===== config.mk =====
export PLATFORM = sky130hd
export DESIGN_NAME = rrb_front
export DESIGN_NICKNAME = d
export VERILOG_FILES = /design/src/rtl/rrb_pkg.sv /design/src/rtl/rrb_front.sv
export SDC_FILE = /design/constraint.sdc
export NUM_CORES = 2
export LEC_CHECK = 0
export BUFFER_PORTS_ARGS = -buffer_cell sky130_fd_sc_hd__buf_2
export CAP_MARGIN = 20
export CORE_UTILIZATION = 45
export CTS_BUF_LIST = sky130_fd_sc_hd__clkbuf_4
export DETAILED_ROUTE_END_ITERATION = 12
export MAX_ROUTING_LAYER = met4
export PLACE_DENSITY = 0.69
export SLEW_MARGIN = 20
export SYNTH_ARGS = -nofsm -noshare
export SYNTH_HDL_FRONTEND = slang
export SYNTH_SLANG_ARGS = --single-unit

===== constraint.sdc =====
create_clock -name clock -period 5.75 [get_ports clock]
set_input_delay 0.8625 -clock clock [delete_from_list [all_inputs] [get_ports clock]]
set_output_delay 0.8625 -clock clock [all_outputs]
set_load 0.01 [all_outputs]

===== src/rtl/rrb_pkg.sv =====
// ----------------------------------------------------------------------------
// rrb_pkg: shared types and constants for the relative range and bearing unit
// Field widths, the CORDIC angle table and the record that moves down the
// chain of cells.
// ----------------------------------------------------------------------------
package rrb_pkg;

   localparam int COORD_W   = 16;              // point and pose coordinates
   localparam int DIFF_W    = 17;              // point minus own position
   localparam int XY_W      = 28;              // CORDIC x/y, offset * 256 plus gain
   localparam int Z_W       = 26;              // angle in 1/65536 degree
   localparam int ANG_W     = 16;              // angle in 1/64 degree
   localparam int TURN_W    = 18;              // angle minus heading
   localparam int RED_W     = 20;              // candidates of the turn reduction
   localparam int SQ_W      = 33;              // dx*dx + dy*dy
   localparam int SQR_W     = 32;              // one square
   localparam int RES_W     = 34;              // square root working value
   localparam int RANGE_W   = 17;
   localparam int BEARING_W = 15;

   localparam int SQRT_STEPS = 17;             // one root bit per cell
   localparam int TABLE_LEN  = 24;
   localparam int ROUND_SH   = 10;             // 1/65536 degree to 1/64 degree

   localparam int HALF_TURN = 11520;
   localparam int FULL_TURN = 23040;
   localparam int RANGE_MAX = 92682;
   localparam int FINE_180  = 11796480;

   localparam int CSR_IDX_W  = 2;
   localparam int CSR_DATA_W = 16;
   localparam logic [CSR_IDX_W-1:0] CSR_OWN_X       = 2'd0;
   localparam logic [CSR_IDX_W-1:0] CSR_OWN_Y       = 2'd1;
   localparam logic [CSR_IDX_W-1:0] CSR_OWN_HEADING = 2'd2;

   // round(atan(2^-i) in degrees * 65536)
   localparam logic [21:0] ATAN_TABLE [TABLE_LEN] = '{
      22'd2949120, 22'd1740967, 22'd919879, 22'd466945, 22'd234379, 22'd117304,
      22'd58666, 22'd29335, 22'd14668, 22'd7334, 22'd3667, 22'd1833,
      22'd917, 22'd458, 22'd229, 22'd115, 22'd57, 22'd29,
      22'd14, 22'd7, 22'd4, 22'd2, 22'd1, 22'd0
   };

   function automatic logic [21:0] atan_at(input int idx);
      logic [21:0] val;
      val = '0;
      if (idx >= 0 && idx < TABLE_LEN) begin
         val = ATAN_TABLE[idx];
      end
      return val;
   endfunction

   typedef struct packed {
      logic                     zero;   // point coincides with the robot
      logic signed [XY_W-1:0]   x;
      logic signed [XY_W-1:0]   y;
      logic signed [Z_W-1:0]    z;
      logic [SQ_W-1:0]          rem;    // square root remainder
      logic [RES_W-1:0]         res;    // square root partial result
   } rrb_lane_type;

endpackage


===== src/rtl/rrb_front.sv =====
// ----------------------------------------------------------------------------
// rrb_front: offset, squares and CORDIC pre-rotation
// Three register stages that turn a point into the record entering the chain.
// ----------------------------------------------------------------------------
module rrb_front (
   input  logic                                    clock,
   input  logic                                    reset,
   input  logic                                    take,
   input  logic signed [rrb_pkg::COORD_W-1:0]      point_x,
   input  logic signed [rrb_pkg::COORD_W-1:0]      point_y,
   input  logic signed [rrb_pkg::COORD_W-1:0]      own_x,
   input  logic signed [rrb_pkg::COORD_W-1:0]      own_y,
   output logic                                    vld_o,
   output rrb_pkg::rrb_lane_type                   lane_o
);
   import rrb_pkg::*;

   logic                      a_vld_ff, b_vld_ff, c_vld_ff;
   logic signed [DIFF_W-1:0]  dx_ff, dy_ff, dx_in, dy_in;
   logic [SQR_W-1:0]          sqx_ff, sqy_ff;
   logic signed [2*DIFF_W-1:0] sqx_full, sqy_full;
   logic                      zero_ff, zero_in;
   logic signed [XY_W-1:0]    x0_ff, y0_ff, x0_in, y0_in, dx_wide, dy_wide;
   logic signed [Z_W-1:0]     z0_ff, z0_in;
   rrb_lane_type              lane_ff, lane_in;

   assign dx_in = DIFF_W'(point_x) - DIFF_W'(own_x);
   assign dy_in = DIFF_W'(point_y) - DIFF_W'(own_y);

   always_comb begin
      sqx_full = dx_ff * dx_ff;
      sqy_full = dy_ff * dy_ff;
      dx_wide  = XY_W'(dx_ff) <<< 8;
      dy_wide  = XY_W'(dy_ff) <<< 8;
      zero_in  = (dx_ff == '0) && (dy_ff == '0);
      x0_in    = dx_wide;
      y0_in    = dy_wide;
      z0_in    = '0;
      // left half plane: turn the vector by half a turn first
      if (dx_ff < 0) begin
         x0_in = -dx_wide;
         y0_in = -dy_wide;
         z0_in = (dy_ff >= 0) ? Z_W'(FINE_180) : -Z_W'(FINE_180);
      end
   end

   always_comb begin
      lane_in      = '0;
      lane_in.zero = zero_ff;
      lane_in.x    = x0_ff;
      lane_in.y    = y0_ff;
      lane_in.z    = z0_ff;
      lane_in.rem  = SQ_W'(sqx_ff) + SQ_W'(sqy_ff);
      lane_in.res  = '0;
   end

   always_ff @(posedge clock) begin
      if (reset) begin
         a_vld_ff <= 1'b0;
         b_vld_ff <= 1'b0;
         c_vld_ff <= 1'b0;
      end else begin
         a_vld_ff <= take;
         b_vld_ff <= a_vld_ff;
         c_vld_ff <= b_vld_ff;
      end
   end

   always_ff @(posedge clock) begin
      dx_ff   <= dx_in;
      dy_ff   <= dy_in;
      sqx_ff  <= sqx_full[SQR_W-1:0];
      sqy_ff  <= sqy_full[SQR_W-1:0];
      zero_ff <= zero_in;
      x0_ff   <= x0_in;
      y0_ff   <= y0_in;
      z0_ff   <= z0_in;
      lane_ff <= lane_in;
   end

   assign vld_o  = c_vld_ff;
   assign lane_o = lane_ff;

endmodule


; Word-level counts from Yosys, hierarchy flattened
; Index checks and enable logic that the tools add are counted.
[word_totals]
ff_bits = 300
inputBits = 67
out_inout_bits = 151
wordCells = 33
[op_classes]
addsub = 5
multipliers = 2
n_lt_le_gt_ge = 2
muxes = 3
n_reduce_logical = 3
[ops]
columns = cell, count
row1 = $mul 17x17->32, 2
row2 = $mux 28, 2
row3 = $neg 25->28, 2
row4 = $logic_not 17->1, 2
row5 = $sub 16x16->17, 2
row6 = $add 32x32->33, 1
row7 = $mux 26, 1
row8 = $ge 17x1->1 const B, 1
row9 = $lt 17x1->1 const B, 1
row10 = $logic_and 1x1->1, 1

; Depth between registers and ports, before layout
[depth]
ltp_word = 2
ltp_mapped = 25
depth_no_buf = 23

; Worst setup path after synthesis
; OpenSTA, ideal clock, no wires.
[synth_timing]
kind = register to register
startpoint = register dy_ff[7]
endpoint = register sqy_ff[31]
setup_time_ns = 0.123
t_arrival_ns = 6.013
slack_ns = -0.386
path_stages_with_launch = 24
path_buffers = 2
cell_sequence = dfxtp_1 -> clkbuf_1 -> clkbuf_1 -> nand2_1 -> fa_1 -> inv_1 -> fa_1 -> inv_1 -> fa_1 -> inv_1 -> fa_1 -> fa_1 -> inv_1 -> fa_1 -> inv_1 -> ha_1 -> and4_1 -> and2_1 -> nand4b_1 -> a211o_1 -> a311oi_2 -> a211o_1 -> a21oi_1 -> xor2_1
[synth_between]
elab_chain_cells = 1
[synth_lines]
columns = element, line
row1 = "start, declared", rrb_front.sv:19  ; logic signed [DIFF_W-1:0] dx_ff, dy_ff, dx_in, dy_in;
row2 = "start signal, assigned", rrb_front.sv:71  ; dy_ff <= dy_in;
row3 = $mul 17x17->32, rrb_front.sv:32  ; sqy_full = dy_ff * dy_ff;
row4 = net sqy_full[31], rrb_front.sv:21  ; logic signed [2*DIFF_W-1:0] sqx_full, sqy_full;
row5 = "end signal, assigned", rrb_front.sv:73  ; sqy_ff <= sqy_full[SQR_W-1:0];
row6 = "end, declared", rrb_front.sv:20  ; logic [SQR_W-1:0] sqx_ff, sqy_ff;
; The timed path passes the listed nets, and every way through them passes these cells.
; A chain may end at the register's enable or synchronous reset.

; Final worst setup path
[layout_timing]
startpoint = register dy_ff[8]
endpoint = register sqy_ff[31]
; The elaborated chain is that of the path after synthesis.

==> summary.md <==
| Metric | Value |
|---|---|
| Asr flop ratio synth | `0%` |
| CP delay by family, top | `adder cells` |
| Critical path's slowest cell | `fa_1` |
| Cell Area, Synth | `27500 um^2` |
| Hold Path Origin | `reset` |
| CP bufs+invs | `5` |
| RePlAce Congestion | `0.900` |
| First-pass GRT wire length | `99900 um` |
| Achievable Freq | `0.172 GHz` |
| Vias in the first global route | `21000` |
| Final Net Count | `4155` |
| Worst Setup SP | `dy_ff[8]` |
| H-tree depth | `2` |
| Sequential share of the synthesized area | `15.9%` |
| Hold buffers post-CTS | `0` |
| Remaining Overflow, GRT | `0` |
| Pre-antenna DRT Iters | `5` |
| Port Buffers | `149` |
| Most common cell after layout, fill and taps aside | `inv_1` |
| Mapped Cells | `2902` |
| FF/Latch Area | `4470 um^2` |
| Failing checks | `negative setup slack` |
| YS warnings | `0` |
| Max_cap viols | `0` |
| Total vias in the final route | `19900` |
| Num CTS Buffers | `60` |
| Number of vias per cell | `4.79` |
| CP Data Arrival Time | `6480 ps` |
| Crit path largest cell delay | `590 ps` |
| Worst Skew | `45.4 ps` |
| Largest net degree at the start of global routing | `24` |
| ANT nets after route | `0` |
| Final setup TNS | `-124 ps` |
| Drt drc | `0` |
| Final Max Slew Viols | `0` |
| Slew HR | `46.2%` |
| Crit path kind | `reg -> reg` |
| Core Box Area | `60400 um^2` |
| Fillers | `5361` |
| Share of cells above drive strength 1 | `22.3%` |
| Unrepaired setup endpoints after global routing | `yes` |
| FP Rows | `90` |
| Kind of end point of the critical path | `register` |
| Fin. Hold Viols | `0` |
| Flops & latches, synth | `218` |
| CTS tree | `built` |
| DRT Wirelength | `60000 um` |
| Die W | `249 um` |
| CTS Sinks | `218` |
| Synthesis-to-layout area growth | `18.8%` |
| Die area | `62100 um^2` |
| Post-DP HPWL | `50100 um` |
| I/O pin count | `218` |
| Hold WC Path Type | `in -> reg` |
| Hold path depth | `2` |
| Commonest cells after routing, fill and taps aside | `inv_1, fa_1, buf_4` |
| CTS root buffer | `clkbuf_4` |
| Post-route setup slack | `-62.9 ps` |
| Initial antenna violation count | `3` |
| Reg2reg setup slack | `-60 ps` |
| Initial DRC Count | `900` |
| Req. time, crit path | `6410 ps` |
| Most numerous cell on the critical path | `fa_1` |
| Latest clock arrival within the worst-skew pair | `810 ps` |
| Post-synth top flop | `dfxtp_1` |
| Hold endpoint | `vld_o` |
| Reg2Reg Depth | `20` |
| Starting Density | `45.6%` |
| Fin crit period | `5810 ps` |
| Status | `finished, violations left` |
| Gr usage total | `20.6%` |
| Synth Area per Inst | `9.48 um^2` |
| Number of synthesized flops with an enable pin | `0` |
| WL/cell | `14.4 um` |
| Crit-path cells | `buf_4, inv_1, fa_1, inv_1, fa_1, fa_1, fa_1, fa_1, inv_1, fa_1, inv_1, ha_4, and4_4, and2_4, nand4b_1, a211o_1, a311oi_2, a211o_1, a21oi_2, xor2_1` |
| Setup-failing EPs final | `3` |
| Crit Reg-Reg Startpoint | `dy_ff[8]` |
| Die height | `249 um` |
| Worst-path clk slew | `70 ps` |
| Tightest Pin Transition | `801 ps` |
| Distinct cell type count after synthesis | `74` |
| Final hold slack | `238 ps` |
| Tcrit/Tclk final | `101%` |
| Clock tree buffer depth | `3` |
| Multi-input gate area | `20600 um^2` |
| Worst-path fanout max | `4` |
| Crit Reg-Reg Endpoint | `sqy_ff[31]` |
| Setup crit start kind | `register` |
[Yosys cell counts (34+ instances only)]
cell type	number	area share (%)
fa_1	515	37
a21oi_1	67	1.2
ha_1	241	11
buf_4	73	2.0
nand2_1	217	3.0
o21ai_0	39	0.71
nor2_1	144	2.0
clkbuf_1	56	0.76
inv_1	716	9.8
xor2_1	34	1.1
nor3_1	40	0.73
dfxtp_1	218	16
and2_1	97	2.2
xnor2_1	130	4.1
[layer usage]
layer	vias up	GRT usage [%]	wire (um)
met1	9906	25.4	25600
met4	0	6.46	1540
li1	9514	-	-
met3	97	3.13	2870
met2	428	34.7	30000
met5	-	-	0
[metrics by stage]
stage | instances | instance area [um^2] | utilization, % | setup WS (ps)
5_1_grt | 4161 | 32700 | 54.1 | -277
2_1_floorplan | 2972 | 28000 | - | -32.9
3_3_place_gp | 4018 | 30700 | 50.9 | -159
6_report | 4162 | 32700 | 54.1 | -62.9
4_1_cts | 4134 | 31900 | 52.8 | -62.6
3_5_place_dp | 4018 | 30700 | 50.9 | -208
[flip-flops by register name, indices dropped and copies added (netlist names)]
| register | flops |
|---|---|
| x0_ff | 19 |
| zero_ff | 1 |
| dx_ff | 17 |
| a_vld_ff | 1 |
| dy_ff | 17 |
| sqx_ff | 31 |
| vld_o | 1 |
| b_vld_ff | 1 |
| lane_o | 77 |
| z0_ff | 3 |
| y0_ff | 19 |
| sqy_ff | 31 |
[worst max path at each step]
stage                            end  depth (start not counted)
after floorplan           sqy_ff[31]                         21
after global placement    sqy_ff[31]                         21
after detailed placement  sqy_ff[31]                         21
after CTS                 sqy_ff[31]                         20
after global routing      sqy_ff[31]                         23
final                     sqy_ff[31]                         20
[cell families after synthesis]
| kind of cell | Yosys count | share of synthesized area, % |
|---|---|---|
| flops | 218 | 15.9 |
| simple gates | 628 | 10.8 |
| fa+ha+maj | 756 | 48.5 |
| compound gates | 271 | 6.78 |
| xor+xnor | 164 | 5.22 |
| buf+inv | 861 | 12.8 |
| mux | 3 | 0.118 |
| other cells | 1 | 0.0136 |
[cell type report]
| type | count | share of cell area (%) |
|---|---|---|
| multi-input combinational | 1893 | 63.1 |
| sequential | 218 | 13.7 |
| timing repair buffer | 437 | 9.36 |
| inverter | 722 | 8.33 |
| tap | 782 | 3.00 |
| clock buffer | 83 | 1.91 |
| clock inverter | 21 | 0.609 |
| antenna | 6 | 0.0460 |
[timing repair]
item | CTS | global route
endpoints found under the setup margin | 17 | 21
pin swaps | 42 | 134
gates resized for setup | 87 | 173
gates cloned | 0 | 0
buffers inserted | 12 | 24
hold endpoints to repair | 0 | 0
Power is not shown: default switching activity piles up to over one toggle a cycle in this logic, so the estimate is an artifact.
