==> src/rtl/rrb_pkg.sv <==
// ----------------------------------------------------------------------------
// rrb_pkg: shared types and constants for the relative range and bearing unit
// Field widths, the CORDIC angle table and the record that moves down the
// chain of cells.
// ----------------------------------------------------------------------------
package rrb_pkg;

   localparam int COORD_W   = 16;              // point and pose coordinates
   localparam int DIFF_W    = 17;              // point minus own position
   localparam int XY_W      = 28;              // CORDIC x/y, offset * 256 plus gain
   localparam int Z_W       = 26;              // angle in 1/65536 degree
   localparam int ANG_W     = 16;              // angle in 1/64 degree
   localparam int TURN_W    = 18;              // angle minus heading
   localparam int RED_W     = 20;              // candidates of the turn reduction
   localparam int SQ_W      = 33;              // dx*dx + dy*dy
   localparam int SQR_W     = 32;              // one square
   localparam int RES_W     = 34;              // square root working value
   localparam int RANGE_W   = 17;
   localparam int BEARING_W = 15;

   localparam int SQRT_STEPS = 17;             // one root bit per cell
   localparam int TABLE_LEN  = 24;
   localparam int ROUND_SH   = 10;             // 1/65536 degree to 1/64 degree

   localparam int HALF_TURN = 11520;
   localparam int FULL_TURN = 23040;
   localparam int RANGE_MAX = 92682;
   localparam int FINE_180  = 11796480;

   localparam int CSR_IDX_W  = 2;
   localparam int CSR_DATA_W = 16;
   localparam logic [CSR_IDX_W-1:0] CSR_OWN_X       = 2'd0;
   localparam logic [CSR_IDX_W-1:0] CSR_OWN_Y       = 2'd1;
   localparam logic [CSR_IDX_W-1:0] CSR_OWN_HEADING = 2'd2;

   // round(atan(2^-i) in degrees * 65536)
   localparam logic [21:0] ATAN_TABLE [TABLE_LEN] = '{
      22'd2949120, 22'd1740967, 22'd919879, 22'd466945, 22'd234379, 22'd117304,
      22'd58666, 22'd29335, 22'd14668, 22'd7334, 22'd3667, 22'd1833,
      22'd917, 22'd458, 22'd229, 22'd115, 22'd57, 22'd29,
      22'd14, 22'd7, 22'd4, 22'd2, 22'd1, 22'd0
   };

   function automatic logic [21:0] atan_at(input int idx);
      logic [21:0] val;
      val = '0;
      if (idx >= 0 && idx < TABLE_LEN) begin
         val = ATAN_TABLE[idx];
      end
      return val;
   endfunction

   typedef struct packed {
      logic                     zero;   // point coincides with the robot
      logic signed [XY_W-1:0]   x;
      logic signed [XY_W-1:0]   y;
      logic signed [Z_W-1:0]    z;
      logic [SQ_W-1:0]          rem;    // square root remainder
      logic [RES_W-1:0]         res;    // square root partial result
   } rrb_lane_type;

endpackage

==> src/rtl/rrb_back.sv <==
// ----------------------------------------------------------------------------
// rrb_back: rounding, heading and turn reduction
// Rounds and clamps the root, rounds the angle, subtracts the heading and
// wraps the bearing into one turn and drives the result registers.
// ----------------------------------------------------------------------------
module rrb_back (
   input  logic                                  clock,
   input  logic                                  reset,
   input  logic                                  vld_i,
   input  rrb_pkg::rrb_lane_type                 lane_i,
   input  logic signed [rrb_pkg::COORD_W-1:0]    own_heading,
   output logic                                  rsp_valid,
   output logic [rrb_pkg::RANGE_W-1:0]           rsp_range_out,
   output logic signed [rrb_pkg::BEARING_W-1:0]  rsp_bearing_out
);
   import rrb_pkg::*;

   logic                      d_vld_ff, rsp_valid_ff;
   logic                      zero_ff;
   logic signed [TURN_W-1:0]  turn_ff, turn_in;
   logic [RANGE_W-1:0]        range_ff, range_in, range_out_ff;
   logic signed [BEARING_W-1:0] bearing_out_ff, bearing_in;
   logic signed [Z_W-1:0]     z_rnd;
   logic signed [ANG_W-1:0]   ang;
   logic [RANGE_W:0]          root_rnd;
   logic signed [RED_W-1:0]   cand;

   always_comb begin
      z_rnd    = lane_i.z + Z_W'(512);
      ang      = z_rnd[Z_W-1:ROUND_SH];
      turn_in  = TURN_W'(ang) - TURN_W'(own_heading);
      // round to nearest: step up when the remainder passes the root
      root_rnd = {1'b0, lane_i.res[RANGE_W-1:0]}
               + (RANGE_W+1)'({1'b0, lane_i.rem} > lane_i.res);
      range_in = (root_rnd > (RANGE_W+1)'(RANGE_MAX)) ? RANGE_W'(RANGE_MAX)
                                                      : root_rnd[RANGE_W-1:0];
   end

   // exactly one shifted copy lands in (-half turn, half turn]
   always_comb begin
      bearing_in = '0;
      cand       = '0;
      for (int k = 0; k < 7; k++) begin
         cand = RED_W'(turn_ff) + RED_W'((k - 3) * FULL_TURN);
         if (cand > -HALF_TURN && cand <= HALF_TURN) begin
            bearing_in = cand[BEARING_W-1:0];
         end
      end
      if (zero_ff) begin
         bearing_in = '0;
      end
   end

   always_ff @(posedge clock) begin
      if (reset) begin
         d_vld_ff     <= 1'b0;
         rsp_valid_ff <= 1'b0;
      end else begin
         d_vld_ff     <= vld_i;
         rsp_valid_ff <= d_vld_ff;
      end
   end

   always_ff @(posedge clock) begin
      zero_ff        <= lane_i.zero;
      turn_ff        <= turn_in;
      range_ff       <= range_in;
      range_out_ff   <= range_ff;
      bearing_out_ff <= bearing_in;
   end

   assign rsp_valid       = rsp_valid_ff;
   assign rsp_range_out   = range_out_ff;
   assign rsp_bearing_out = bearing_out_ff;

endmodule

==> config.mk <==
export PLATFORM = sky130hd
export DESIGN_NAME = rrb_back
export DESIGN_NICKNAME = d
export VERILOG_FILES = /design/src/rtl/rrb_pkg.sv /design/src/rtl/rrb_back.sv
export SDC_FILE = /design/constraint.sdc
export NUM_CORES = 1
export LEC_CHECK = 0
export BUFFER_PORTS_ARGS = -buffer_cell sky130_fd_sc_hd__buf_2
export CORE_MARGIN = 2
export CORE_UTILIZATION = 45
export CTS_BUF_LIST = sky130_fd_sc_hd__clkbuf_4
export DETAILED_ROUTE_END_ITERATION = 6
export PLACE_DENSITY = 0.73
export SYNTH_ARGS = -nofsm -noshare
export SYNTH_HDL_FRONTEND = slang
export SYNTH_SLANG_ARGS = --single-unit
export TNS_END_PERCENT = 5
==> constraint.sdc <==
create_clock -name clock -period 5.1 [get_ports clock]
set_input_delay 0.51 -clock clock [delete_from_list [all_inputs] [get_ports clock]]
set_output_delay 0.51 -clock clock [all_outputs]
set_load 0.02 [all_outputs]
# Yosys cells after proc, flatten, opt, wreduce, memory -nomap -nowiden

Index checks and enable logic that the tools add are counted.

$add $sub $neg: 9
Magnitude comparators: 16
Mux-type cells: 7
Reductions and logical operators: 7

Operators with widths:

| cell                                                                              | count |
|---|---|
| 15-bit two-way mux                                                                | 7 |
| 18-bit by 15-bit greater-than comparator with 1-bit output, second input constant | 4 |
| 18-bit by 15-bit <= comparator with 1-bit output, second input constant           | 4 |
| 17-bit by 18-bit adder with 19-bit output, second input constant                  | 2 |
| 19-bit by 15-bit greater-than comparator with 1-bit output, second input constant | 2 |
| 19-bit by 15-bit <= comparator with 1-bit output, second input constant           | 2 |
| 17-bit by 16-bit adder with 18-bit output, second input constant                  | 2 |
| 17-bit by 17-bit adder with 18-bit output, second input constant                  | 2 |
| 33-bit by 34-bit greater-than comparator with 1-bit output                        | 1 |
| 26-bit by 11-bit adder with 26-bit output, second input constant                  | 1 |
| 17-bit by 1-bit adder with 18-bit output                                          | 1 |
| 18-bit by 17-bit greater-than comparator with 1-bit output, second input constant | 1 |
| 17-bit by 15-bit greater-than comparator with 1-bit output, second input constant | 1 |
| 17-bit by 15-bit <= comparator with 1-bit output, second input constant           | 1 |
| 16-bit by 16-bit subtractor with 17-bit output                                    | 1 |
| 1-bit logical AND                                                                 | 7 |

Register bits after elaboration: 69
Input bits: 169
Output and inout port bits: 33
Word-level logic and storage cells: 46

# Depth between registers and ports, before layout

Gate-level depths: netlist of the first run.

Word-level depth: 10
Depth in mapped cells: 22
Depth with buffers taken out: 20

# Least setup slack after synthesis of the first run

No wires, ideal clock.

Kind: input-to-reg
Start point: input lane_i[7] (netlist name)
End point: register range_ff[1]
Data arrival time: 4.124 ns
Required time: 4.980 ns
Path slack: 0.856 ns
Stages: 20
Path buffers: 2
Path through: inv_1 ha_1 a21o_1 a21o_1 a21oi_1 nor2_1 a2111oi_0 a21oi_1 o31a_1 o21a_1 ha_1 ha_1 clkbuf_1 a2111oi_0 a32oi_1 o31ai_1 o211ai_1 o211a_2 buf_2 or2_1

Longest elaborated chain between the ends: 3

RTL lines:

| element                                                    | RTL line       | source |
|---|---|---|
| from (decl)                                                | rrb_back.sv:10 | `input rrb_pkg::rrb_lane_type lane_i,` |
| 33-bit by 34-bit greater-than comparator with 1-bit output | rrb_back.sv:34 | `+ (RANGE_W+1)'({1'b0, lane_i.rem} > lane_i.res);` |
| 17-bit by 1-bit adder with 18-bit output (*)               | rrb_back.sv:34 |  |
| 18-bit by 17-bit greater-than comparator with 1-bit output | rrb_back.sv:35 | `range_in = (root_rnd > (RANGE_W+1)'(RANGE_MAX)) ? RANGE_W'(RANGE_MAX)` |
| to (signal assigned)                                       | rrb_back.sv:67 | `range_ff <= range_in;` |
| to (decl)                                                  | rrb_back.sv:21 | `logic [RANGE_W-1:0] range_ff, range_in, range_out_ff;` |

Mark *: on every way between the ends. The rest lies on a longest branch, timed or not.
A chain may end at the register's enable or synchronous reset.

# Worst setup path after layout of the first run

Start point: input lane_i[7] (netlist name)
End point: register range_ff[13]

Same word-level chain as after synthesis.

==> results of run 1 <==
registers in the layout, summed over array words and instances (netlist names):
signal           count
d_vld_ff             1
range_ff            17
rsp_bearing_out     15
rsp_range_out       17
rsp_valid            1
turn_ff             17
zero_ff              1
worst min path at each step:
stage,cells after the start,from,end,slack (ns)
floorplan,0,range_ff[0],rsp_range_out[0],0.31
CTS,1,lane_i[149],zero_ff,0.19
global route,1,lane_i[149],zero_ff,0.18
global placement,0,range_ff[12],rsp_range_out[12],0.31
detailed placement,0,range_ff[1],rsp_range_out[1],0.31
finish,1,lane_i[149],zero_ff,0.21
synthesized netlist by cell type, types with 9 or more instances:
| cell type | count |
|---|---|
| nor2_1 | 43 |
| ha_1 | 65 |
| and3_1 | 11 |
| nand4_1 | 12 |
| o21ai_1 | 9 |
| a21oi_1 | 40 |
| nand2_1 | 49 |
| o21ai_0 | 22 |
| xor2_1 | 9 |
| a31oi_1 | 15 |
| and2_1 | 15 |
| clkbuf_1 | 12 |
| dfxtp_1 | 69 |
| nor3_1 | 14 |
| inv_1 | 65 |
| nand3_1 | 36 |
| xnor2_1 | 46 |
| a21o_1 | 19 |
| buf_2 | 14 |
| nand2b_1 | 16 |
| nor2b_1 | 13 |
metal layers:
| metal | track usage [%] | vias up |
|---|---|---|
| met5 | 0 | - |
| met4 | 6.587 | 0 |
| met3 | 4.826 | 26 |
| met2 | 34.97 | 200 |
| met1 | 29.90 | 2442 |
| li1 | - | 2823 |
stage by stage:
step	power, W	utilization, %	instances	worst slack, ns	instance area, um2
5_1_grt	0.002277	54.32	1016	0.4105	6606
4_1_cts	0.002101	54.32	1016	0.8617	6606
3_3_place_gp	0.001795	53.35	1000	0.3894	6489
2_1_floorplan	0.001506	-	716	0.8560	5660
6_report	0.002110	54.32	1016	0.8480	6606
3_5_place_dp	0.001800	53.35	1000	0.3768	6489
cells by family (layout without fill, tap and decap cells):
logic type / after synthesis / count (layout) / share of synthesized area, %
xor gates and xnor gates: 55 / 55 / 8.510
adders and majority gates: 66 / 66 / 14.72
DFF: 69 / 69 / 24.40
muxes: 7 / 7 / 1.238
buffers and inverters: 97 / 229 / 6.808
and+or+nand+nor: 244 / 244 / 23.10
AOI/OAI and AO/OA: 178 / 178 / 21.22
layout make-up:
class                           count  share of cell area (%)
Multi-Input combinational cell    550                   58.94
Timing Repair Buffer              145                   11.33
Sequential cell                    69                   20.91
Inverter                           68                   3.864
Clock buffer                        9                   1.023
Clock inverter                      7                  0.7576
Tap cell                          168                   3.182
placed cells by master (no fill, tap or decap), types with 22 or more instances in the layout:
master	n
a21oi_1	40
nor2_1	43
buf_2	136
inv_1	65
nand2_1	49
o21ai_0	22
nand3_1	36
xnor2_1	46
dfxtp_1	69
ha_1	65
power groups by stage:
stage,clock [W],combinational [W],sequential [W]
6_report,0.000301,0.00108,0.000727
5_1_grt,0.000339,0.00119,0.000745
4_1_cts,0.000309,0.00107,0.000724
3_5_place_dp,0,0.00106,0.000737
3_3_place_gp,0,0.00106,0.000737
2_1_floorplan,0,0.000745,0.000761
worst max-delay path: cells and delay by family:
kind                       cells  cell delay (ns)
AOI/OAI and AO/OA             10             2.19
and+or+nand+nor                5             0.98
adders and majority gates      2             0.52
buffers and inverters          2             0.19
muxes                          1             0.15
==> impl_metrics.json, run 1 <==
{
  "p_clk_share_pct": 14.3,
  "slowest_stage": "a2111oi_0",
  "clk_latency_ns": 0.41,
  "r2r-end": "rsp_bearing_out[12]",
  "floorplan.initialDensity_pct": 46.54,
  "synth-edff-count": 0,
  "drive_gt1_share_pct": 20.40,
  "holdWs_ns": 0.2104,
  "drtPass1Iterations": 6,
  "cp.required_ns": 5.41,
  "p_sw_w": 0.0009224,
  "ctsHoldBuffers": 0,
  "grt_max_degree": 28,
  "path_cells": "buf_2 > inv_1 > ha_1 > a21o_1 > a21o_1 > a21oi_1 > nor2_1 > a2111oi_0 > a21oi_1 > o31a_1 > o21a_1 > ha_1 > nand2_1 > nor4_4 > and3_1 > mux2i_1 > a2111oi_0 > o211ai_1 > o211a_2 > or3b_1",
  "dr_wl_met3_um": 987,
  "worst_pin_slew_ns": 0.9153,
  "finalCriticalPeriod_ns": 4.252,
  "synth_cells": 716,
  "worstPathMaxFanout": 14,
  "multi_input_area_um2": 3894,
  "grt-ovfl-total": 0,
  "cts_tree": "built",
  "drcViolationCount": 0,
  "clk_path_buf_depth": 2,
  "grt_pass1_vias": 5108,
  "dpl.hpwl_mm": 11.67,
  "synth_top_cell_area_share_pct": 24.40,
  "synth_nets": 951,
  "regArea_um2": 1381,
  "antenna_left": 0,
  "coreArea_um2": 12160,
  "routedWlPerCell_um": 14.14,
  "nFillCells": 1190,
  "synth.area.top_cells": "dfxtp_1 24%, ha_1 14%, xnor2_1 7.1%",
  "maxCapViolCount": 0,
  "r2r_cells": 10,
  "num_vias": 5491,
  "worst_setup_path_end_kind": "register",
  "irDropWorstVdd_v": 0.0001210,
  "yosysTopAreaCell": "dfxtp_1",
  "fp-row-count": 40,
  "numClockSinks": 69,
  "ys_ff_latch": 69,
  "cts_made_buffers": 9,
  "finalHoldViolCount": 0,
  "grtUsageTotal_pct": 21.95,
  "internal-power_w": 0.001187,
  "yosys_warnings": 0,
  "status": "finished, final reports clean",
  "crit_end": "range_ff[13]",
  "ctsResizeCount": 0,
  "drtIter0Drc": 351,
  "combPwrFrac_pct": 51.3,
  "timing.setup.tns_ns": 0,
  "seq_area_frac_synth_pct": 24.40,
  "antenna_found_initial": 0,
  "netSwitchingFraction_pct": 43.72,
  "p_leak_nw": 3.161,
  "grt_pass1_wl_mm": 23.81,
  "final_nets": 1078,
  "htree_levels": 3,
  "drt_wl_total_mm": 14.37,
  "viasPerCell": 5.405,
  "syn_area_um2": 5660,
  "wl_met2_mm": 6.142,
  "n_antenna_cell": 0,
  "area_growth_pct": 16.71,
  "drv_slew": 0,
  "die-area_um2": 13490,
  "post-route-period-util_pct": 83.37,
  "slowest_delay_ns": 0.41,
  "finClkSkew_ns": 0.01113,
  "ys_types": 70,
  "crit_path_start_kind": "primary input",
  "synth-async-reset-ratio_pct": 0,
  "synth_area_per_cell_um2": 7.906,
  "max_freq_mhz": 235.2,
  "max_slew_margin_pct": 38.90,
  "crit_type": "primary input to register",
  "p_per_area_nw_per_um2": 319.3,
  "cts-root-buf": "clkbuf_4",
  "port_buffers": 136,
  "sequentialPowerShare_pct": 34.5,
  "rsz0062_at_grt": "no",
  "setup_violations": 0,
  "die_x_um": 116.2,
  "wl_met1_mm": 6.906,
  "highest_layer": "met4",
  "worstHoldPathType": "primary input to register",
  "r2r-start": "turn_ff[10]",
  "crit_start": "lane_i[7]",
  "ff2ff_setup_slack_ns": 1.08,
  "die_h_um": 116.2,
  "cts_setup_buffers": 0,
  "routabilityCongestion": 0.9344,
  "clkTransAtPathRegs_ns": 0.11,
  "synth_flop_cell": "dfxtp_1",
  "ioPinCount": 202,
  "cp.arrival_ns": 4.56
}
No activity file was read; power rests on OpenSTA's default activity.
==> run 2: changes to the inputs <==
- clock period: 5.1 -> 4.1 ns (I/O delays scaled with it)
==> run 2 against run 1 <==
Effect of this change: die area did not move; non-clock buffer count rose by 42; cell count rose by 4.3%; power rose by 28%; combinational power rose by 30%; critical path depth did not move; worst setup slack got worse by 0.61 ns; sequential share of layout area fell by 1.1 points; sequential cell count did not move; clock power rose by 31%; critical path type unchanged; first-iteration DRC count rose by 15%.
==> impl_metrics.json, run 2 (synthesis gave the netlist of run 1 again) <==
{
  "irDropWorstVdd_v": 0.0001623,
  "crit_path_start_kind": "primary input",
  "post-route-period-util_pct": 94.25,
  "layout_common_cells": "136 x buf_2, 69 x dfxtp_1, 65 x inv_1, 64 x ha_1, 50 x buf_4",
  "drtIter0Drc": 404,
  "worstHoldPathCells": 1,
  "place_ws_ns": -0.3763,
  "cp.required_ns": 4.41,
  "cts_tree": "built",
  "worst_pin_slew_ns": 1.028,
  "max_slew_margin_pct": 30.87,
  "worstPathMaxFanout": 4,
  "crit_start": "lane_i[7]",
  "grt_max_degree": 28,
  "port_buffers": 136,
  "cts-root-buf": "clkbuf_4",
  "cp.arrival_ns": 4.18,
  "r2r-end": "rsp_bearing_out[11]",
  "regArea_um2": 1381,
  "min_from": "lane_i[149]",
  "drt_wl_total_mm": 15.06,
  "fin_util_pct": 57.25,
  "setup_violations": 0,
  "crit_end": "range_ff[13]",
  "drtPass1Iterations": 5,
  "viasPerCell": 5.333,
  "worstHoldPathType": "primary input to register",
  "clk_path_buf_depth": 2,
  "wl_met2_mm": 6.683,
  "r2r-start": "turn_ff[9]",
  "worst_setup_path_end_kind": "register",
  "finalHoldViolCount": 0,
  "p_per_area_nw_per_um2": 386.3,
  "ioPinCount": 202,
  "drv_slew": 0,
  "maxCapViolCount": 0,
  "grt-ovfl-total": 0,
  "wl_met1_mm": 7.069,
  "area_growth_pct": 23.01,
  "finClkSkew_ns": 0.01061,
  "coreArea_um2": 12160,
  "finalCriticalPeriod_ns": 3.864,
  "drive_gt1_share_pct": 24.61,
  "grt_pass1_wl_mm": 25.06,
  "cts_made_buffers": 9,
  "ctsHoldBuffers": 0,
  "drcViolationCount": 0,
  "p_leak_nw": 3.361,
  "dr_wl_met3_mm": 1.064,
  "htree_levels": 3,
  "ff2ff_setup_slack_ns": 0.94,
  "clkTransAtPathRegs_ns": 0.13,
  "rsz0062_at_grt": "no",
  "status": "finished, final reports clean",
  "die_h_um": 116.2,
  "multi_input_area_um2": 3910,
  "finalWorstSetupSlack_ns": 0.2357,
  "final_nets": 1120,
  "grtUsageTotal_pct": 23.29,
  "die-area_um2": 13490,
  "mostFrequentLayoutCell": "buf_2",
  "floorplan.initialDensity_pct": 46.54,
  "crit_type": "primary input to register",
  "numClockSinks": 69,
  "antenna_found_initial": 2,
  "fp-row-count": 40,
  "nFillCells": 1164,
  "die_x_um": 116.2,
  "highest_layer": "met4",
  "r2r_cells": 10,
  "dpl.hpwl_mm": 12.38,
  "num_vias": 5653,
  "routabilityCongestion": 0.9305,
  "timing.setup.tns_ns": 0,
  "antenna_left": 0,
  "max_freq_mhz": 258.8,
  "clk_latency_ns": 0.42,
  "routedWlPerCell_um": 14.21,
  "grt_pass1_vias": 5309
}
[run 2: area by class of cell]
class | instances | area share (%)
multi-input combinational | 550 | 56.15
tap | 168 | 3.019
clock buffer | 9 | 0.9704
sequential | 69 | 19.84
antenna | 2 | 0.07188
inverter | 68 | 3.666
timing repair buffer | 187 | 15.45
clock inverter | 7 | 0.8266
[run 2: layer usage]
| layer | vias up | GRT usage, % |
|---|---|---|
| li1 | 2897 | - |
| met2 | 222 | 37.82 |
| met5 | - | 0 |
| met3 | 22 | 4.152 |
| met1 | 2512 | 31.83 |
| met4 | 0 | 6.746 |
[run 2: how the worst min path moves through the flow]
stage | endpoint | slack (ns)
2_1_floorplan | rsp_range_out[0] | 0.31
3_3_place_gp | rsp_range_out[15] | 0.31
3_5_place_dp | rsp_range_out[6] | 0.31
4_1_cts | zero_ff | 0.08
5_1_grt | zero_ff | 0.07
6_report | zero_ff | 0.1
[run 2: critical path, cell delays in order]
cell,delay [ns]
buf_2,0.11
inv_1,0.06
ha_1,0.31
a21o_1,0.16
a21o_1,0.16
a21oi_1,0.13
nor2_1,0.06
a2111oi_2,0.34
a21oi_1,0.11
o31a_1,0.24
o21a_1,0.19
ha_1,0.21
nand2_1,0.19
nor4_4,0.06
and3_1,0.20
mux2i_1,0.14
a2111oi_1,0.38
o211ai_1,0.15
o211a_2,0.19
or3b_1,0.36
[run 2: where the power goes]
group | switching [W] | internal [W]
registers | 0.0000999 | 0.000794
clock network | 0.000264 | 0.000131
logic | 0.000815 | 0.000586
[run 2: metrics by stage]
stage          hold WS [ns]  area (um2)  power, W  instances
2_1_floorplan        0.3096        5668  0.001874        716
3_3_place_gp         0.3099        6823  0.002264       1042
3_5_place_dp         0.3121        6823  0.002280       1042
4_1_cts             0.07868        6948  0.002673       1058
5_1_grt             0.06851        6960  0.002906       1059
6_report            0.09710        6963  0.002690       1060
[run 2: repair_timing]
action | in CTS | in global routing
buffers inserted | 0 | 0
resized for setup | 0 | 5
endpoints found under the setup margin | 0 | 14
