===== config.mk =====
export PLATFORM = sky130hd
export DESIGN_NAME = rrb_cell
export DESIGN_NICKNAME = d
export VERILOG_FILES = /design/src/rtl/rrb_pkg.sv /design/src/rtl/rrb_cell.sv
export SDC_FILE = /design/constraint.sdc
export NUM_CORES = 1
export LEC_CHECK = 0
export BUFFER_PORTS_ARGS = -buffer_cell sky130_fd_sc_hd__buf_4
export CORE_MARGIN = 1.5
export CORE_UTILIZATION = 30
export DETAILED_ROUTE_END_ITERATION = 10
export PLACE_DENSITY = 0.53
export SETUP_SLACK_MARGIN = 0.02
export SLEW_MARGIN = 10
export SYNTH_ARGS = -nofsm -noshare
export SYNTH_HDL_FRONTEND = slang
export SYNTH_SLANG_ARGS = --single-unit

===== constraint.sdc =====
create_clock -name clock -period 3.71 [get_ports clock]
set_input_delay 0.1855 -clock clock [delete_from_list [all_inputs] [get_ports clock]]
set_output_delay 0.1855 -clock clock [all_outputs]
set_load 0.05 [all_outputs]

===== src/rtl/rrb_pkg.sv =====
// ----------------------------------------------------------------------------
// rrb_pkg: shared types and constants for the relative range and bearing unit
// Field widths, the CORDIC angle table and the record that moves down the
// chain of cells.
// ----------------------------------------------------------------------------
package rrb_pkg;

   localparam int COORD_W   = 16;              // point and pose coordinates
   localparam int DIFF_W    = 17;              // point minus own position
   localparam int XY_W      = 28;              // CORDIC x/y, offset * 256 plus gain
   localparam int Z_W       = 26;              // angle in 1/65536 degree
   localparam int ANG_W     = 16;              // angle in 1/64 degree
   localparam int TURN_W    = 18;              // angle minus heading
   localparam int RED_W     = 20;              // candidates of the turn reduction
   localparam int SQ_W      = 33;              // dx*dx + dy*dy
   localparam int SQR_W     = 32;              // one square
   localparam int RES_W     = 34;              // square root working value
   localparam int RANGE_W   = 17;
   localparam int BEARING_W = 15;

   localparam int SQRT_STEPS = 17;             // one root bit per cell
   localparam int TABLE_LEN  = 24;
   localparam int ROUND_SH   = 10;             // 1/65536 degree to 1/64 degree

   localparam int HALF_TURN = 11520;
   localparam int FULL_TURN = 23040;
   localparam int RANGE_MAX = 92682;
   localparam int FINE_180  = 11796480;

   localparam int CSR_IDX_W  = 2;
   localparam int CSR_DATA_W = 16;
   localparam logic [CSR_IDX_W-1:0] CSR_OWN_X       = 2'd0;
   localparam logic [CSR_IDX_W-1:0] CSR_OWN_Y       = 2'd1;
   localparam logic [CSR_IDX_W-1:0] CSR_OWN_HEADING = 2'd2;

   // round(atan(2^-i) in degrees * 65536)
   localparam logic [21:0] ATAN_TABLE [TABLE_LEN] = '{
      22'd2949120, 22'd1740967, 22'd919879, 22'd466945, 22'd234379, 22'd117304,
      22'd58666, 22'd29335, 22'd14668, 22'd7334, 22'd3667, 22'd1833,
      22'd917, 22'd458, 22'd229, 22'd115, 22'd57, 22'd29,
      22'd14, 22'd7, 22'd4, 22'd2, 22'd1, 22'd0
   };

   function automatic logic [21:0] atan_at(input int idx);
      logic [21:0] val;
      val = '0;
      if (idx >= 0 && idx < TABLE_LEN) begin
         val = ATAN_TABLE[idx];
      end
      return val;
   endfunction

   typedef struct packed {
      logic                     zero;   // point coincides with the robot
      logic signed [XY_W-1:0]   x;
      logic signed [XY_W-1:0]   y;
      logic signed [Z_W-1:0]    z;
      logic [SQ_W-1:0]          rem;    // square root remainder
      logic [RES_W-1:0]         res;    // square root partial result
   } rrb_lane_type;

endpackage


===== src/rtl/rrb_cell.sv =====
// ----------------------------------------------------------------------------
// rrb_cell: one cell of the chain
// CORDIC step if STEP < ROT_STEPS, root bit if STEP < SQRT_STEPS, then a register.
// ----------------------------------------------------------------------------
module rrb_cell #(
   parameter int STEP      = 0,
   parameter int ROT_STEPS = 16
) (
   input  logic                   clock,
   input  logic                   reset,
   input  logic                   vld_i,
   input  rrb_pkg::rrb_lane_type  lane_i,
   output logic                   vld_o,
   output rrb_pkg::rrb_lane_type  lane_o
);
   import rrb_pkg::*;

   localparam int ROT_SHIFT = (STEP < ROT_STEPS) ? STEP : 0;
   localparam int SQ_SHIFT  = (STEP < SQRT_STEPS) ? (2 * (SQRT_STEPS - 1 - STEP)) : 0;
   localparam logic [RES_W-1:0] SQ_BIT = RES_W'(1) << SQ_SHIFT;
   localparam logic signed [Z_W-1:0] ATAN_STEP = Z_W'(atan_at(STEP));

   logic                    vld_ff;
   rrb_lane_type            lane_ff, lane_in;
   logic signed [XY_W-1:0]  x_cur, y_cur, x_sh, y_sh;
   logic [RES_W-1:0]        trial;

   always_comb begin
      x_cur   = lane_i.x;
      y_cur   = lane_i.y;
      x_sh    = x_cur >>> ROT_SHIFT;
      y_sh    = y_cur >>> ROT_SHIFT;
      trial   = lane_i.res + SQ_BIT;
      lane_in = lane_i;
      if (STEP < ROT_STEPS) begin
         if (y_cur > 0) begin
            lane_in.x = x_cur + y_sh;
            lane_in.y = y_cur - x_sh;
            lane_in.z = lane_i.z + ATAN_STEP;
         end else begin
            lane_in.x = x_cur - y_sh;
            lane_in.y = y_cur + x_sh;
            lane_in.z = lane_i.z - ATAN_STEP;
         end
      end
      if (STEP < SQRT_STEPS) begin
         if ({1'b0, lane_i.rem} >= trial) begin
            lane_in.rem = lane_i.rem - trial[SQ_W-1:0];
            lane_in.res = (lane_i.res >> 1) + SQ_BIT;
         end else begin
            lane_in.res = lane_i.res >> 1;
         end
      end
   end

   always_ff @(posedge clock) begin
      if (reset) begin
         vld_ff <= 1'b0;
      end else begin
         vld_ff <= vld_i;
      end
   end

   always_ff @(posedge clock) begin
      lane_ff <= lane_in;
   end

   assign vld_o  = vld_ff;
   assign lane_o = lane_ff;

endmodule


# Yosys cells after proc, flatten, opt, wreduce, memory -nomap -nowiden
# Index checks and enable logic that the tools add are counted.
# totals
register_bits	151
input_bits	153
output_inout_bits	151
wordCells	21
# op_classes
n_addsub	8
magnitude_cmp	2
n_mux	3
# op_table
operator	n
two-way mux 82 bit	1
two-way mux 33 bit	2
subtractor 28 bit	2
adder 33 x 33 -> 34 bit, second input constant	1
adder 34 x 33 -> 34 bit, second input constant	1
greater-or-equal comparator 33 x 34 -> 1 bit	1
subtractor 33 bit	1
adder 28 bit	1
greater-than comparator 28 x 1 -> 1 bit, second input constant	1
adder 26 x 23 -> 26 bit, second input constant	1
subtractor 26 x 23 -> 26 bit, second input constant	1

# Longest topological paths before layout
# Gate-level depths: netlist of the first run.
# depth
word_depth	3
depth_mapped	17
ltp_nobuf	14

# Worst setup path before layout of the first run
# No wires, ideal clock.
# synth_timing
kind	input-to-reg
start	input lane_i[104] (netlist bit)
end	register lane_ff (netlist bit lane_o[92])
setup_ns	0.120
arrival_time_ns	2.987
t_required_ns	3.590
slack_ns	0.603
stages	16
cell_sequence	nor4_1 -> nand4_1 -> nor2_1 -> or2_2 -> clkbuf_1 -> clkbuf_1 -> clkbuf_1 -> ha_1 -> a21o_1 -> a21oi_1 -> o21bai_1 -> a21oi_1 -> o21ai_0 -> a21o_1 -> a21oi_1 -> xnor2_1
# synth_rtl
element	line_no	source
from (decl)	rrb_cell.sv:12	input rrb_pkg::rrb_lane_type lane_i,
to (signal assigned)	rrb_cell.sv:65	lane_ff <= lane_in;
to (decl)	rrb_cell.sv:24	rrb_lane_type lane_ff, lane_in;

==> results.md, run 1 <==
* Crit path max-delay family: compound AO/OA/AOI/OAI gates
* Gr usage total at 0.194
* Clk sinks at 150
* Die area at between 30000 and 40000 µm²
* CTS Root Buffer Type: clkbuf_16
* Row cnt at 67
* Most frequent cells in the layout: buf_4 (310), dfxtp_1 (150), inv_1 (122), ha_1 (122), a21oi_1 (118)
* Worst path required time at 4040 ps
* Post-Syn Area at slightly above 10000 µm²
* GPL Wtd Cong at ~0.89
* Final Setup Violations at 0
* Initial cell density of the core at 0.303
* F_max at ~310 MHz
* Outcome: finished clean
* Yosys reg bits at 150
* Fin Setup TNS at 0 ps
* DR DRC count at 0
* Cell taking the most area after synthesis: dfxtp_1
* Post-synth EDFFs at 0
* CTS tree: yes
* Commonest non-fill, non-tap cell in the layout: buf_4
* Buffer and inverter count on the worst path at 3
* Drt wl/cell at between 15 and 20 µm
* Synthesized net count at 1469
* Cts bufs inserted at 17
* Pleak at 0.00683 µW
* Final instance area at 14300 µm²
* Area grow syn2layout at 41.3%
* Via Count at roughly 9600
* Syn. warnings at 0
* Total core area at roughly 33000 µm²
* Synth Flop Type: dfxtp_1
* Post-synthesis sequential area ratio at 0.297
* Final core utilization at 0.428
* Period utilisation layout at 0.879
* Storage cell area at around 3000 µm²
* WS Path Type: in2reg
* CP max FO at 3
* HPWL Detailed at 26600 µm
* Final hold vios at 0
* Fin nets at approximately 1800
* VDD IR max at around 0.34 mV
* CTS max path bufs at 2
* Crit start category: primary input
* Hold Path Class: in2reg
* Max incr delay on CP at 530 ps
* Mapped Avg Cell Area at 8.49 µm²
* Router iterations before antenna repair at 5
* Final ANT Viol Nets at 0
* Placed Cells at 1905
* Pins Over Slew Limit at 0
* Synth unique cells at 76
* First-pass GRT wire length at about 53000 µm
* Total grt overflow at 0
* PwrDens at 465 nW/µm²
* # fillers at roughly 3300
* Via/cell ratio at 4.76
* Chip height at 186 µm
* Area of the multi-input gates at about 6400 µm²
* Register clock-pin slew on the reported worst setup and hold paths at ~60 ps
* Max_cap viols at 0
* Top Ports at around 300
* CTS resizes at 0
* Largest net degree at the start of global routing at 66
* Final wirelength at 34000 µm
* Async SR Flop Fraction at 0
* Worst Tran Pin Value at 729 ps
* Number of buffers added on ports at between 300 and 400
* Post-synth top area share at 0.297
* Post-DP Area at between 10000 and 15000 µm²
* CP endpoint kind: register
* CP cell instances: dlygate4sd3_1, buf_4, inv_1, ha_1, fa_1, nand2b_1, a21oi_1, o21ai_2, a211oi_2, o311ai_2, a31oi_1, a21oi_1, xnor2_1, mux2_2
* Initial DRC count at ~500
* Mapped Cells at about 1200
* Main area contributors after synthesis: dfxtp_1 (30%), ha_1 (15%), xnor2_1 (6.2%)
* RSZ-0062 raised after global routing: false
* Worst rel slew slack at 0.510
* CTS H-tree depth at 4
* Shortest period the worst path allows at 3260 ps
* Vias in the first global route at 9705
* Crit path arrival time at 3590 ps
* Initial antenna violation count at 4
* Layout cells sized above 1 at 0.251
* Top cell by count, worst path: a21oi_1
* Die X at 186 µm
* Critical-path top delay cell: dlygate4sd3_1
* Final cell count without fillers at a little over 2000
## cell type report
cell class,instances,share of cell area
diodes,1,0.000175
clock buffers,17,0.0298
clock inverters,15,0.0144
inverters,125,0.0329
multi-input cells,871,0.450
flip-flops and latches,150,0.210
well taps,448,0.0393
repair buffers,394,0.223
## repair_timing
action,CTS,global route
setup buffers,0,0
hold buffers,83,0
endpoints found under the hold margin,83,0
## path summary, 6_finish.rpt
path	cells after the start	endpoint	from	slack, ps
max	14	lane_o[62]	lane_i[34]	450
min	2	lane_o[36]	lane_i[36]	30
## metal layers
metal	wire (µm)	share of wire	global-route usage	vias to the layer above
li1	-	-	-	4873
met1	15100	0.45	0.238	4391
met2	16300	0.48	0.341	314
met3	1890	0.056	0.0434	36
met4	605	0.018	0.0530	6
met5	45	0.0013	0	-
## state kept, by name, summed over array words and instances (netlist names)
| name | count |
|---|---|
| lane_o | 149 |
| vld_o | 1 |
## synthesized netlist by cell type (all sizes together), types with 3 or more instances
cell and instances:
a2111oi 3, a211oi 15, a21o 46, a21oi 120
a22oi 4, a311oi 3, a31o 3, a31oi 14
and2 6, and3 6, buf 19, clkbuf 24
dfxtp 150, fa 5, ha 122, inv 123
mux2 29, mux2i 14, nand2 54, nand2b 13
nand3 21, nand3b 3, nand4 15, nor2 91
nor2b 14, nor3 19, nor4 10, o211ai 11
o21a 7, o21ai 60, o21bai 20, o22ai 5
o31ai 3, or2 5, or3 8, xnor2 71
xor2 22
## through the flow
step           hold slack, ps  setup WS [ps]  total power, µW
2_1_floorplan             213            603             3810
3_3_place_gp              290            436             4690
3_5_place_dp              291            255             4680
4_1_cts                 0.780            462             6710
5_1_grt                  20.2            252             6950
6_report                 33.5            448             6630
## kinds of logic after synthesis
kind of cell    share of synthesized area
xor+xnor                           0.0807
simple gates                        0.128
flops                               0.297
buf+inv                            0.0659
compound gates                      0.220
fa+ha+maj                           0.161
mux                                0.0462
## power breakdown
| group | leakage [µW] | internal, µW | total (µW) | switching [µW] |
|---|---|---|---|---|
| combinational | 0.00526 | 985 | 2780 | 1790 |
| sequential | 0.00127 | 1860 | 1940 | 85.3 |
| clock | 0.000303 | 1090 | 1910 | 821 |
Note: power is estimated with default switching activity, not from simulation.
==> inputs of run 2 (changes only) <==
- CORE_ASPECT_RATIO: not set -> 2
==> run 2 against run 1 <==
Sequential power about the same. Cell area increased by 0.37%. Fmax decreased by 7.1%. Hold slack improved by 7.4 ps. Sequential share of layout area decreased by 0.077 points. Clock power about the same. Via count increased by 4.4%. Final cell count decreased by 0.30%. Combinational power increased by 3%. Wire length increased by 16%. Power increased by 0.99%. Non-clock buffer count increased by 9.
==> results.md, run 2 (synthesis gave the netlist of run 1 again) <==
* Outcome: finished clean (unchanged)
* Pre-CTS setup slack at 235 ps (was 255 ps)
* Commonest non-fill, non-tap cell in the layout: buf_4 (unchanged)
* CP startpoint: lane_i[34] (unchanged)
* Post-DP Area at 12800 µm² (about the same)
* Critical-path top delay cell: dlygate4sd3_1 (unchanged)
* CTS Root Buffer Type: clkbuf_16 (unchanged)
* Worst rel slew slack at 0.276 (was 0.510)
* Max incr delay on CP at 530 ps (about the same)
* Number of buffers added on ports at 303 (unchanged)
* Chip height at 262 µm (was 186 µm)
* Final Power at 6700 µW (was 6630 µW)
* Crit path arrival time at 3840 ps (was 3590 ps)
* Storage cell area at 3000 µm² (unchanged)
* Die area at 34800 µm² (about the same)
* CTS tree: yes (unchanged)
* PwrDens at 468 nW/µm² (was 465 nW/µm²)
* Clk sinks at 150 (unchanged)
* Via/cell ratio at 4.98 (was 4.76)
* Met3 wire len at 2000 µm (was 1890 µm)
* CTS max path bufs at 2 (unchanged)
* Hold Path Class: in2reg (unchanged)
* Min-Delay Path Depth at 3 (was 2)
* Top cell by count, worst path: a211oi_2 (was a21oi_1)
* Final instance area at 14300 µm² (about the same)
* WS Path Type: in2reg (unchanged)
* Sw frac at 0.400 (was 0.407)
* # fillers at 3335 (was 3325)
* Area grow syn2layout at 41.9% (was 41.3%)
* Max reg flops at 149 (unchanged)
* Final Setup Violations at 0 (unchanged)
* Reg power frac at 0.290 (was 0.293)
* First-pass GRT wire length at 58700 µm (was 53300 µm)
* CP max FO at 3 (unchanged)
* Largest net degree at the start of global routing at 41 (was 66)
* Register clock-pin slew on the reported worst setup and hold paths at 70 ps (was 60 ps)
* Total grt overflow at 0 (unchanged)
* CP endpoint kind: register (unchanged)
* Fin worst setup slack at 197 ps (was 448 ps)
* Final ANT Viol Nets at 0 (unchanged)
* Sw power at 2680 µW (was 2700 µW)
* Shortest period the worst path allows at 3510 ps (was 3260 ps)
* Max_cap viols at 0 (unchanged)
* Gr usage total at 0.223 (was 0.194)
* Crit start category: primary input (unchanged)
* Pleak at 0.00688 µW (was 0.00683 µW)
* HP Start: lane_i[121] (was lane_i[36])
* Fin Setup TNS at 0 ps (unchanged)
* Router iterations before antenna repair at 5 (unchanged)
* Final hold vios at 0 (unchanged)
* Vias in the first global route at 10500 (was 9705)
* CP endpoint: lane_o[66] (was lane_o[62])
* HPWL Detailed at 32100 µm (was 26600 µm)
* Row cnt at 94 (was 67)
* DR DRC count at 0 (unchanged)
* WL met2 at 22500 µm (was 16300 µm)
* Top Ports at 304 (unchanged)
* Met1 WL at 12100 µm (was 15100 µm)
* GPL Wtd Cong at 0.965 (was 0.889)
* Clock power frac at 0.285 (was 0.288)
* Layout cells sized above 1 at 0.253 (was 0.251)
* Initial cell density of the core at 0.306 (was 0.303)
* Worst path required time at 4040 ps (about the same)
* VDD IR max at 0.330 mV (was 0.344 mV)
* Initial antenna violation count at 4 (unchanged)
* CTS resizes at 0 (unchanged)
* Period utilisation layout at 0.947 (was 0.879)
* Worst hold slack at 40.9 ps (was 33.5 ps)
* P_int at 4020 µW (was 3930 µW)
* Initial DRC count at 399 (was 499)
* Area of the multi-input gates at 6430 µm² (unchanged)
* Drt wl/cell at 19.5 µm (was 16.8 µm)
* CTS H-tree depth at 4 (unchanged)
* F_max at 285 MHz (was 307 MHz)
* RSZ-0062 raised after global routing: false (unchanged)
* Pins Over Slew Limit at 0 (unchanged)
* CP cell instances: dlygate4sd3_1, buf_4, inv_1, ha_1, fa_1, nand2b_1, a21oi_1, o21ai_2, a211oi_2, o311ai_2, a31oi_1, a211oi_2, xnor2_1, mux2_2 (was dlygate4sd3_1, buf_4, inv_1, ha_1, fa_1, nand2b_1, a21oi_1, o21ai_2, a211oi_2, o311ai_2, a31oi_1, a21oi_1, xnor2_1, mux2_2)
* Most frequent cells in the layout: buf_4 (318), dfxtp_1 (150), inv_1 (122), ha_1 (122), a21oi_1 (118) (was buf_4 (310), dfxtp_1 (150), inv_1 (122), ha_1 (122), a21oi_1 (118))
* Fin nets at 1848 (was 1839)
* Total core area at 33000 µm² (was 33400 µm²)
* Final wirelength at 39300 µm (was 34000 µm)
* Comb power frac at 0.426 (was 0.419)
* Die X at 133 µm (was 186 µm)
* Worst Tran Pin Value at 1080 ps (was 729 ps)
* Via Count at 10000 (was 9620)
* DR top layer: met5 (unchanged)
* Cts bufs inserted at 17 (unchanged)
==> run 2: power by group through the flow <==
stage	sequential, µW	combinational, µW	clock (µW)
2_1_floorplan	2830	980	0
3_3_place_gp	1980	2770	0
3_5_place_dp	1970	2770	0
4_1_cts	1940	2860	1970
5_1_grt	1960	3010	2020
6_report	1940	2850	1910
==> run 2: area by class of cell <==
class,count,share of cell area
repair buffers,403,0.227
well taps,432,0.0377
clock buffers,24,0.0357
clock inverters,7,0.00812
diodes,3,0.000524
flip-flops and latches,150,0.210
multi-input cells,871,0.449
inverters,125,0.0328
==> run 2: worst max-delay path: cells and delay by family <==
| kind | cells | cell delay, ps |
|---|---|---|
| adder cells (fa/ha/maj) | 2 | 610 |
| multiplexers | 1 | 260 |
| AND/OR/NAND/NOR | 1 | 200 |
| XOR/XNOR | 1 | 160 |
| AO/OA/AOI/OAI | 6 | 1740 |
| buffers and inverters | 3 | 670 |
==> run 2: per-layer routing <==
layer / vias up / GRT usage
met2: 388 / 0.464
met4: 2 / 0.152
li1: 4889 / -
met5: - / 0
met3: 109 / 0.0440
met1: 4655 / 0.178
==> run 2: what timing repair did <==
item	4_1_cts	5_1_grt
hold buffers	84	0
endpoints found under the hold margin	84	0
buffers inserted	0	0
==> run 2: how the worst min path moves through the flow <==
stage                  end  slack [ps]
5_1_grt        lane_o[121]          60
4_1_cts        lane_o[121]          30
6_report       lane_o[121]          40
3_5_place_dp    lane_o[77]         290
2_1_floorplan    lane_o[0]         210
3_3_place_gp    lane_o[73]         290
==> run 2: stage by stage <==
stage / utilization / instances
2_1_floorplan: - / 1189
3_3_place_gp: 0.389 / 1897
3_5_place_dp: 0.389 / 1897
4_1_cts: 0.433 / 2012
5_1_grt: 0.433 / 2015
6_report: 0.433 / 2015
==> inputs of run 3 (changes only) <==
- BUFFER_PORTS_ARGS: -buffer_cell sky130_fd_sc_hd__buf_4 -> -buffer_cell sky130_fd_sc_hd__buf_2
==> run 3 against run 2 <==
Die area unchanged. Combinational power is 7.0% lower. Sequential cell count unchanged. Non-clock buffer count fell by 1. Sequential power hardly changed. Via count is 1.3% lower.
==> results.md, run 3 (synthesis gave the netlist of run 1 again) <==
* Outcome: finished clean (unchanged)
* Gr usage total at 0.219 (was 0.223)
* PwrDens at 472 nW/µm² (was 468 nW/µm²)
* Via Count at 9917 (was 10000)
* Worst path required time at 4050 ps (was 4040 ps)
* Via/cell ratio at 4.93 (was 4.98)
* Crit start category: primary input (unchanged)
* Number of buffers added on ports at 303 (unchanged)
* Chip height at 262 µm (unchanged)
* Commonest non-fill, non-tap cell in the layout: buf_2 (was buf_4)
* Layout cells sized above 1 at 0.253 (about the same)
* Most frequent cells in the layout: buf_2 (303), dfxtp_1 (150), inv_1 (122), ha_1 (122), a21oi_1 (118) (was buf_4 (318), dfxtp_1 (150), inv_1 (122), ha_1 (122), a21oi_1 (118))
* Final hold vios at 0 (unchanged)
* Comb power frac at 0.415 (was 0.426)
* Cts bufs inserted at 17 (unchanged)
* Met2 Use GR at 0.453 (was 0.464)
* Die area at 34800 µm² (unchanged)
* Drt wl/cell at 19.0 µm (was 19.5 µm)
* Area grow syn2layout at 34.0% (was 41.9%)
* CP endpoint kind: register (unchanged)
* Reg power frac at 0.301 (was 0.290)
* Sw frac at 0.411 (was 0.400)
* CTS max path bufs at 2 (unchanged)
* Storage cell area at 3000 µm² (unchanged)
* Router iterations before antenna repair at 4 (was 5)
* Register clock-pin slew on the reported worst setup and hold paths at 60 ps (was 70 ps)
* GPL Wtd Cong at 0.927 (was 0.965)
* Final ANT Viol Nets at 0 (unchanged)
* CTS H-tree depth at 4 (unchanged)
* Crit path arrival time at 3740 ps (was 3840 ps)
* Shortest period the worst path allows at 3410 ps (was 3510 ps)
* CP max FO at 3 (unchanged)
* Fin Setup TNS at 0 ps (unchanged)
* Total grt overflow at 0 (unchanged)
* CTS Root Buffer Type: clkbuf_16 (unchanged)
* Max reg flops at 149 (unchanged)
* Pleak at 0.00659 µW (was 0.00688 µW)
* Final Setup Violations at 0 (unchanged)
* Clock power frac at 0.284 (was 0.285)
* Sw power at 2630 µW (was 2680 µW)
* Vias in the first global route at 10500 (about the same)
* DR DRC count at 0 (unchanged)
* Area of the multi-input gates at 6440 µm² (was 6430 µm²)
* Top Ports at 304 (unchanged)
* Busiest grt layer: met2 (unchanged)
* Met1 Usage GRT at 0.176 (was 0.178)
* Worst rel slew slack at 0.463 (was 0.276)
* F_max at 293 MHz (was 285 MHz)
* Die X at 133 µm (unchanged)
* Pins Over Slew Limit at 0 (unchanged)
* HPWL Detailed at 31600 µm (was 32100 µm)
* Row cnt at 94 (unchanged)
* Post-CTS Setup Bufs at 0 (unchanged)
* Max_cap viols at 0 (unchanged)
* Period utilisation layout at 0.918 (was 0.947)
* Fin nets at 1847 (was 1848)
* VDD IR max at 0.351 mV (was 0.330 mV)
* Hold Path Class: in2reg (unchanged)
* Final wirelength at 38200 µm (was 39300 µm)
* Largest net degree at the start of global routing at 60 (was 41)
* Initial DRC count at 376 (was 399)
* P_int at 3770 µW (was 4020 µW)
* WS Path Type: in2reg (unchanged)
* Initial antenna violation count at 5 (was 4)
* Worst Tran Pin Value at 797 ps (was 1080 ps)
* Total core area at 33000 µm² (unchanged)
* Initial cell density of the core at 0.306 (unchanged)
* # fillers at 3425 (was 3335)
* CTS tree: yes (unchanged)
* Clk sinks at 150 (unchanged)
* Worst hold slack at 23.5 ps (was 40.9 ps)
* Final Power at 6390 µW (was 6700 µW)
* Met3 usage at 0.0438 (was 0.0440)
* First-pass GRT wire length at 57500 µm (was 58700 µm)
* RSZ-0062 raised after global routing: false (unchanged)
## run 3: cell types whose count changed in the layout (fill, tap and decap cells not counted), sizes merged
cell	previous run	this run
clkinvlp	1	2
dlygate4sd3	84	83
diode	3	2
clkbuf	24	22
## run 3: final cells by class
class / instances / area share
sequential: 150 / 0.222
clock inverter: 8 / 0.00915
tap: 432 / 0.0399
timing repair buffer: 402 / 0.183
inverter: 125 / 0.0347
antenna: 2 / 0.000370
clock buffer: 22 / 0.0350
multi-input combinational: 871 / 0.476
## run 3: timing repair
| action | in CTS | in global routing |
|---|---|---|
| hold buffers | 83 | 0 |
| resized for setup | 0 | 1 |
| hold endpoints to repair | 82 | 0 |
| endpoints found under the setup margin | 0 | 2 |
## run 3: power by group through the flow
stage	sequential [µW]	clock, µW	combinational (µW)
CTS	1930	1890	2660
global route	1940	1940	2820
detailed placement	1960	0	2580
finish	1920	1820	2650
floorplan	2830	0	980
global placement	1960	0	2580
## run 3: stage by stage
stage          utilization  cell area (µm²)  cells  worst slack, ps
2_1_floorplan            -            10100   1189              603
3_3_place_gp         0.366            12100   1897              334
3_5_place_dp         0.366            12100   1897              301
4_1_cts              0.409            13500   2010              233
5_1_grt              0.409            13500   2011              197
6_report             0.409            13500   2012              303
## run 3: path summary, 6_finish.rpt
kind	slack (ps)	from	endpoint	cells after the start
max	300	lane_i[34]	lane_o[66]	14
min	20	lane_i[37]	lane_o[37]	2
## run 3: critical path, stage by stage
cell	delay [ps]
dlygate4sd3_1	520
buf_2	90
inv_1	40
ha_1	190
fa_1	390
nand2b_1	190
a21oi_1	420
o21ai_2	160
a211oi_2	410
o311ai_2	160
a31oi_2	420
a211oi_2	150
xnor2_1	140
mux2_2	260
## run 3: per-layer routing
layer  vias up  share of wire
met5         -         0.0011
met4         6          0.069
met3       115          0.044
met2       355           0.58
met1      4569           0.31
li1       4872              -
